[src/hdl/klerp_pkg.sv]
// Shared types and constants for the 2D keyframe interpolator.
// No dependencies; used by klerp_ctrl, klerp_dp and keyframe_lerp_2d_unit.
`timescale 1ns / 1ps
`default_nettype none

package klerp_pkg;

  localparam int MAX_KEYS_DEFAULT = 64;

  localparam int KEY_W   = 16;
  localparam int VAL_W   = 32;
  localparam int CNT_W   = 7;
  localparam int IDX_W   = 6;
  localparam int T_W     = 16;
  localparam int DIFF_W  = VAL_W + 1;
  localparam int PROD_W  = DIFF_W + T_W + 1;
  localparam int STEP_W  = 4;
  localparam int CFG_IDX_W = 1;

  localparam logic [CFG_IDX_W-1:0] REG_KEY_COUNT   = 1'b0;
  localparam logic [CFG_IDX_W-1:0] REG_VALUE_COUNT = 1'b1;

  localparam logic FUNC_WRITE = 1'b0;
  localparam logic FUNC_EVAL  = 1'b1;

  typedef struct packed {
    logic signed [KEY_W-1:0] key;
    logic signed [VAL_W-1:0] x;
    logic signed [VAL_W-1:0] y;
  } entry_t;

  typedef struct packed {
    logic wr;
    logic load_f;
    logic cap_left;
    logic cap_right;
    logic div_init;
    logic div_step;
    logic mul_x;
    logic mul_y;
    logic add_x;
    logic add_y;
    logic out_load;
  } dp_cmd_t;

  typedef struct packed {
    logic key_le_f;
    logic out_free;
  } dp_status_t;

endpackage

`default_nettype wire

[src/hdl/klerp_ctrl.sv]
// Controller of the keyframe interpolator: count registers, key scan,
// divider sequencing and result hand-off. Uses klerp_pkg; drives klerp_dp.
`timescale 1ns / 1ps
`default_nettype none

module klerp_ctrl #(
  parameter int MAX_KEYS = klerp_pkg::MAX_KEYS_DEFAULT,
  localparam int AW = (MAX_KEYS > 1) ? $clog2(MAX_KEYS) : 1
) (
  input  wire logic                                clk,
  input  wire logic                                rst,
  input  wire logic                                cfg_we,
  input  wire logic [klerp_pkg::CFG_IDX_W-1:0]     cfg_index,
  input  wire logic [klerp_pkg::CNT_W-1:0]         cfg_data,
  input  wire logic                                in_valid,
  output logic                                     in_ready,
  input  wire logic                                func,
  output klerp_pkg::dp_cmd_t                       cmd,
  input  wire klerp_pkg::dp_status_t               status,
  output logic [AW-1:0]                            rd_addr
);

  typedef enum logic [10:0] {
    IDLE      = 11'b000_0000_0001,
    SCAN      = 11'b000_0000_0010,
    RD_LEFT   = 11'b000_0000_0100,
    RD_RIGHT  = 11'b000_0000_1000,
    CAP_RIGHT = 11'b000_0001_0000,
    DIV_INIT  = 11'b000_0010_0000,
    DIV       = 11'b000_0100_0000,
    MUL_X     = 11'b000_1000_0000,
    MUL_Y     = 11'b001_0000_0000,
    ADD_Y     = 11'b010_0000_0000,
    FINISH    = 11'b100_0000_0000
  } state_t;

  state_t state;
  state_t state_next;

  logic [klerp_pkg::CNT_W-1:0]  key_count;
  logic [klerp_pkg::CNT_W-1:0]  value_count;
  logic [AW-1:0]                cidx;
  logic [AW-1:0]                left;
  logic [AW-1:0]                right;
  logic                         found;
  logic [klerp_pkg::STEP_W-1:0] step;

  logic                         accept;
  logic                         eval_ok;
  logic [AW-1:0]                n_last;
  logic [31:0]                  n_last_w;

  assign in_ready = (state == IDLE);
  assign accept   = in_valid && in_ready;
  assign eval_ok  = (key_count == value_count) && (key_count != '0);
  assign n_last_w = (32'(key_count) > 32'(MAX_KEYS)) ? 32'(MAX_KEYS - 1)
                                                     : 32'(key_count) - 32'd1;
  assign n_last   = AW'(n_last_w);

  always_ff @(posedge clk) begin
    if (rst) begin
      key_count   <= '0;
      value_count <= '0;
    end else if (cfg_we) begin
      unique case (cfg_index)
        klerp_pkg::REG_KEY_COUNT:   key_count   <= cfg_data;
        klerp_pkg::REG_VALUE_COUNT: value_count <= cfg_data;
        default: ;
      endcase
    end
  end

  always_comb begin
    state_next = state;
    cmd        = '0;
    rd_addr    = '0;
    unique case (state)
      IDLE: begin
        if (accept) begin
          if (func == klerp_pkg::FUNC_WRITE) begin
            cmd.wr = 1'b1;
          end else if (eval_ok) begin
            cmd.load_f = 1'b1;
            state_next = SCAN;
          end
        end
      end
      SCAN: begin
        rd_addr = cidx + AW'(1);
        if (!status.key_le_f || cidx == n_last) begin
          state_next = RD_LEFT;
        end
      end
      RD_LEFT: begin
        rd_addr = left;
        state_next = RD_RIGHT;
      end
      RD_RIGHT: begin
        rd_addr = right;
        cmd.cap_left = 1'b1;
        state_next = CAP_RIGHT;
      end
      CAP_RIGHT: begin
        cmd.cap_right = 1'b1;
        state_next = DIV_INIT;
      end
      DIV_INIT: begin
        cmd.div_init = 1'b1;
        state_next = DIV;
      end
      DIV: begin
        cmd.div_step = 1'b1;
        if (step == '1) begin
          state_next = MUL_X;
        end
      end
      MUL_X: begin
        cmd.mul_x = 1'b1;
        state_next = MUL_Y;
      end
      MUL_Y: begin
        cmd.mul_y = 1'b1;
        cmd.add_x = 1'b1;
        state_next = ADD_Y;
      end
      ADD_Y: begin
        cmd.add_y = 1'b1;
        state_next = FINISH;
      end
      FINISH: begin
        if (status.out_free) begin
          cmd.out_load = 1'b1;
          state_next = IDLE;
        end
      end
      default: state_next = IDLE;
    endcase
  end

  always_ff @(posedge clk) begin
    if (rst) begin
      state <= IDLE;
      cidx  <= '0;
      left  <= '0;
      right <= '0;
      found <= 1'b0;
      step  <= '0;
    end else begin
      state <= state_next;
      unique case (state)
        IDLE: begin
          cidx  <= '0;
          left  <= '0;
          found <= 1'b0;
        end
        SCAN: begin
          if (status.key_le_f) begin
            left  <= cidx;
            found <= 1'b1;
            cidx  <= cidx + AW'(1);
          end
        end
        RD_LEFT: begin
          // right neighbour, clamped to the last key in use
          if (!found || left == n_last) begin
            right <= left;
          end else begin
            right <= left + AW'(1);
          end
        end
        DIV_INIT: step <= '0;
        DIV:      step <= step + klerp_pkg::STEP_W'(1);
        default: ;
      endcase
    end
  end

`ifndef SYNTHESIS
  a_out_load_free: assert property (@(posedge clk) disable iff (rst)
    cmd.out_load |-> status.out_free)
    else $error("result loaded while output register busy");

  a_left_in_range: assert property (@(posedge clk) disable iff (rst)
    (state == RD_LEFT) |-> (left <= n_last))
    else $error("left index beyond last key");

  a_right_neighbour: assert property (@(posedge clk) disable iff (rst)
    (state == RD_RIGHT) |-> ((right == left) || (right == left + AW'(1))))
    else $error("right index not next to left");

  a_bad_counts_idle: assert property (@(posedge clk) disable iff (rst)
    (accept && func == klerp_pkg::FUNC_EVAL && !eval_ok) |=> (state == IDLE))
    else $error("evaluate with unusable counts left idle");
`endif

endmodule

`default_nettype wire

[config.mk]
export PLATFORM = sky130hd
export DESIGN_NAME = klerp_ctrl
export DESIGN_NICKNAME = d
export VERILOG_FILES = /design/src/hdl/klerp_pkg.sv /design/src/hdl/klerp_ctrl.sv
export SDC_FILE = /design/constraint.sdc
export NUM_CORES = 1
export LEC_CHECK = 0
export BUFFER_PORTS_ARGS = -buffer_cell sky130_fd_sc_hd__buf_2
export CORE_ASPECT_RATIO = 0.75
export CORE_MARGIN = 5
export CORE_UTILIZATION = 50
export DETAILED_ROUTE_END_ITERATION = 7
export PLACE_DENSITY_LB_ADDON = 0.12
export SYNTH_ARGS = -nofsm -noshare
export SYNTH_HDL_FRONTEND = slang
export SYNTH_SLANG_ARGS = --single-unit
export TNS_END_PERCENT = 30
[constraint.sdc]
create_clock -name clk -period 2.7 [get_ports clk]
set_input_delay 0.135 -clock clk [delete_from_list [all_inputs] [get_ports clk]]
set_output_delay 0.135 -clock clk [all_outputs]
set_load 0.01 [all_outputs]
==> summary.txt <==
Clock tree
  – Setup Fix Bufs, Post-CTS: 0
  – Clock sinks: 48
  – Total CTS buffers: 5
  – CTS tree: yes
  – Clock buffer depth: 2
  – Worst-Skew Late Latency: 0.31 ns
  – Root Driver: clkbuf_8
  – CTS clk-pin slew, worst paths: 0.10 ns
  – H-tree depth: 2

STA
  – RSZ-0062 raised after global routing: false
  – Final min period: 2.472 ns
  – Relative slew slack: 41.94%
  – Setup_tns: 0 ns
  – Final Max Tran Viols: 0
  – # setup viols final: 0
  – Hold Fails Final Rpt: 0
  – Peak Freq: 404.6 MHz
  – Final WS setup: 0.2285 ns
  – Tightest Pin Transition: 0.8691 ns
  – Crit share post-route: 91.54%
  – Layout Skew: 0.009193 ns

Die
  – Die width: 99.11 microns
  – Core Region: 5796 sq um
  – Die Y: 76.84 microns
  – DIE AREA: 7615 sq um
  – Row cnt: 24
  – I/O pins: 33
  – Initial Util: 51.38%

Drt
  – Remaining DRCs: 0
  – TritonRoute pass-1 iters: 5
  – Routed wire per std cell: 15.77 microns
  – Via count: 2,803
  – Routed Antenna Nets: 0
  – Initial DRC count: 180
  – Number of vias per cell: 5.889
  – Post-Route WL: 7506 microns

Critical path
  – Largest fanout on the critical path: 15
  – CP max stage cell: or3_1
  – Capturing point of the worst reg2reg path: right[1]$_SDFFE_PP0N_
  – Worst R2R Setup Slack: 0.25 ns
  – R2R cell count: 9
  – Cell Chain, Critical Path: or3_1 -> nor3b_2 -> and2b_1 -> and3b_2 -> buf_4 -> a22oi_1 -> o21ai_0 -> buf_2
  – Worst Setup End Kind: output port
  – CP Data Required Time: 2.57 ns
  – Crit path buf inv count: 2
  – WS Path Type: reg2out
  – Worst Setup Start Kind: register
  – Largest stage delay on the critical path: 0.41 ns
  – R2R Path Start: key_count[1]$_SDFFE_PP0P_
  – Crit path arrival time: 2.34 ns
  – Delay-heaviest family, CP: simple AND/OR/NAND/NOR gates

Synth
  – Compound-gate portion of the synthesized area: 21.01%
  – Yosys Warn Count: 0
  – Mapped cell area: 2978 sq um
  – Ys flop type: dfxtp_1
  – Count of cell types in the netlist: 61
  – Async SR Flop Fraction: 0%
  – Main combinational cell family by area after synthesis: simple AND/OR/NAND/NOR gates
  – Synthesized-area fraction occupied by adder cells: 2.101%
  – Post-Synth Simple-Gate Area: 30.25%
  – Mapped Cells: 383
  – Post-Synth XOR/XNOR Area: 6.176%
  – Synth Net Count: 403
  – Post-synth EDFFs: 0
  – Yosys reg bits: 48
  – Post-synthesis sequential area ratio: 32.27%
  – Post-synthesis mux area share: 2.731%
  – Synthesized area per cell: 7.775 sq um

Global routing
  – Pin count of the biggest net entering global routing: 42
  – Total GRT Usage: 20.05%
  – Grt ovf: 0
  – First-pass GRT wire length: 12,650 microns
  – Vias in the first global route: 2,535
  – Initial antenna violation count: 0

Power and ir drop
  – Lkg Pwr: 1.244 nW
  – Cell area power density: 534.9 nW/um^2
  – Worst IR drop on VDD: 0.3176 mV

Finish
  – Storage cell area: 963.4 sq um
  – Nets: 417
  – Area of the multi-input gates: 1856 sq um
  – Final-layout fill cell count: 573
  – Syn-to-layout area delta: 8.950%
  – ANT cells: 0
  – Layout cells sized above 1: 14.82%

Placed design
  – Routability congestion estimate: 0.8827
  – Dpl hpwl: 5328 microns
  – Port Buffer Count: 32
  – Worst slack at placement: 0.2775 ns

Min path
  – HP Class: in2reg
  – Hold endpoint: key_count[1]$_SDFFE_PP0P_
  – Hold depth: 3
  – Hold Path Origin: cfg_data[1]

Status
  – Status: completed

Flow run
  – Max-Cap Viols: 0
-- worst register-to-register path, stage by stage, from the launching register on --
cell      delay, ns
dfxtp_1        0.46
inv_1          0.12
ha_1           0.26
xor2_1         0.43
nor3_1         0.09
a41oi_1        0.23
o211ai_2       0.17
a31oi_4        0.26
mux2i_1        0.21
a211oi_1       0.08
-- layer usage --
| metal | vias to the layer above | wire (microns) | track usage [%] |
|---|---|---|---|
| li1 | 1400 | - | - |
| met1 | 1333 | 3816 | 29.24 |
| met2 | 63 | 3286 | 30.56 |
| met3 | 7 | 347 | 4.080 |
| met4 | 0 | 55 | 3.956 |
| met5 | - | 0 | 0 |
-- state kept, by name (all words and copies together), names as in the netlist --
register     cells
cidx             6
found            1
key_count        7
left             6
right            6
state           11
step             4
value_count      7
-- layout make-up --
type / count / share of cell area (%)
clock buffers: 5 / 2.121
clock inverters: 3 / 1.311
inverters: 7 / 0.8099
multi-input cells: 299 / 57.19
flip-flops and latches: 48 / 29.70
well taps: 78 / 3.008
repair buffers: 36 / 5.862
-- power by group --
part           leakage (nW)  switching, W  total [W]  internal, W
logic                 0.800      0.000277   0.000431     0.000154
registers             0.390     0.0000401   0.000774     0.000734
clock network        0.0541      0.000256   0.000530     0.000274
-- layout by cell type (no fill, tap or decap), drive strengths merged, types with 2 or more instances in the layout --
| cell type | instances |
|---|---|
| and3 | 8 |
| a222oi | 2 |
| xor2 | 10 |
| nor3b | 6 |
| nor4b | 3 |
| a41oi | 2 |
| a221o | 4 |
| clkbuf | 5 |
| o211ai | 3 |
| a211oi | 6 |
| nor4 | 4 |
| nand4 | 4 |
| and4 | 3 |
| ha | 5 |
| a21oi | 34 |
| xnor2 | 11 |
| o31ai | 2 |
| nand2b | 7 |
| a22oi | 4 |
| buf | 36 |
| a31oi | 5 |
| a21o | 2 |
| nor2 | 49 |
| o21ai | 12 |
| nor3 | 12 |
| and2 | 8 |
| nand3 | 22 |
| inv | 7 |
| nand2 | 33 |
| or3 | 2 |
| mux2i | 7 |
| and3b | 2 |
| dfxtp | 48 |
| o21a | 5 |
| a311oi | 2 |
| nand3b | 6 |
-- logic make-up after synthesis --
| family | count (synthesis) |
|---|---|
| buf+inv | 36 |
| flops | 48 |
| compound gates | 91 |
| simple gates | 174 |
| mux | 8 |
| xor+xnor | 21 |
| fa+ha+maj | 5 |
-- worst max path at each step --
stage / startpoint / endpoint / slack, ns / depth (start not counted)
floorplan: key_count[0]$_SDFFE_PP0P_ / right[1]$_SDFFE_PP0N_ / 0.34 / 10
global placement: key_count[0]$_SDFFE_PP0P_ / right[2]$_SDFFE_PP0N_ / 0.36 / 9
detailed placement: key_count[2]$_SDFFE_PP0P_ / right[2]$_SDFFE_PP0N_ / 0.28 / 7
CTS: state[5]$_SDFFE_PP0P_ / rd_addr[0] / 0.07 / 8
global route: key_count[1]$_SDFFE_PP0P_ / right[2]$_SDFFE_PP0N_ / 0.02 / 9
finish: state[5]$_SDFFE_PP0P_ / rd_addr[0] / 0.23 / 8
-- cells in the mapped netlist (3+ instances only) --
library cell | instances | area (sq um)
nor3_1 | 12 | 60.06
mux2i_1 | 7 | 70.07
nand3b_1 | 6 | 45.04
a211oi_1 | 6 | 45.04
o21a_1 | 4 | 30.03
and4_1 | 3 | 26.28
buf_2 | 4 | 20.02
nand3_1 | 22 | 110.1
and2_1 | 7 | 43.79
nor4b_1 | 3 | 26.28
xnor2_1 | 11 | 96.34
a21oi_1 | 34 | 170.2
nand2b_1 | 7 | 43.79
ha_1 | 5 | 62.56
inv_1 | 7 | 26.28
a221o_1 | 4 | 40.04
nor4_1 | 4 | 25.02
and3_1 | 8 | 50.05
clkbuf_1 | 20 | 75.07
nand4_1 | 4 | 25.02
nor3b_1 | 5 | 37.54
nand2_1 | 33 | 123.9
xor2_1 | 10 | 87.58
dfxtp_1 | 48 | 960.9
a31oi_1 | 4 | 25.02
a22oi_1 | 4 | 30.03
nor2_1 | 49 | 183.9
o21ai_0 | 11 | 55.05
-- repair_timing --
item                       in CTS  in global routing
gates resized for setup         0                  3
hold endpoints to repair        0                  0
hold buffers                    0                  0
setup endpoints to repair       0                  6
-- metrics by stage --
stage | total power [W] | std cells | utilization [%] | instance area (sq um) | hold WS, ns
after detailed placement | 0.001215 | 468 | 53.99 | 3129 | 0.3907
after floorplan | 0.001087 | 383 | - | 2978 | 0.2313
after CTS | 0.001743 | 476 | 55.92 | 3241 | 0.07134
final | 0.001735 | 476 | 55.98 | 3244 | 0.07878
after global placement | 0.001214 | 468 | 53.99 | 3129 | 0.3875
after global routing | 0.001832 | 476 | 55.98 | 3244 | 0.08721
No activity file was read; power rests on OpenSTA's default activity.
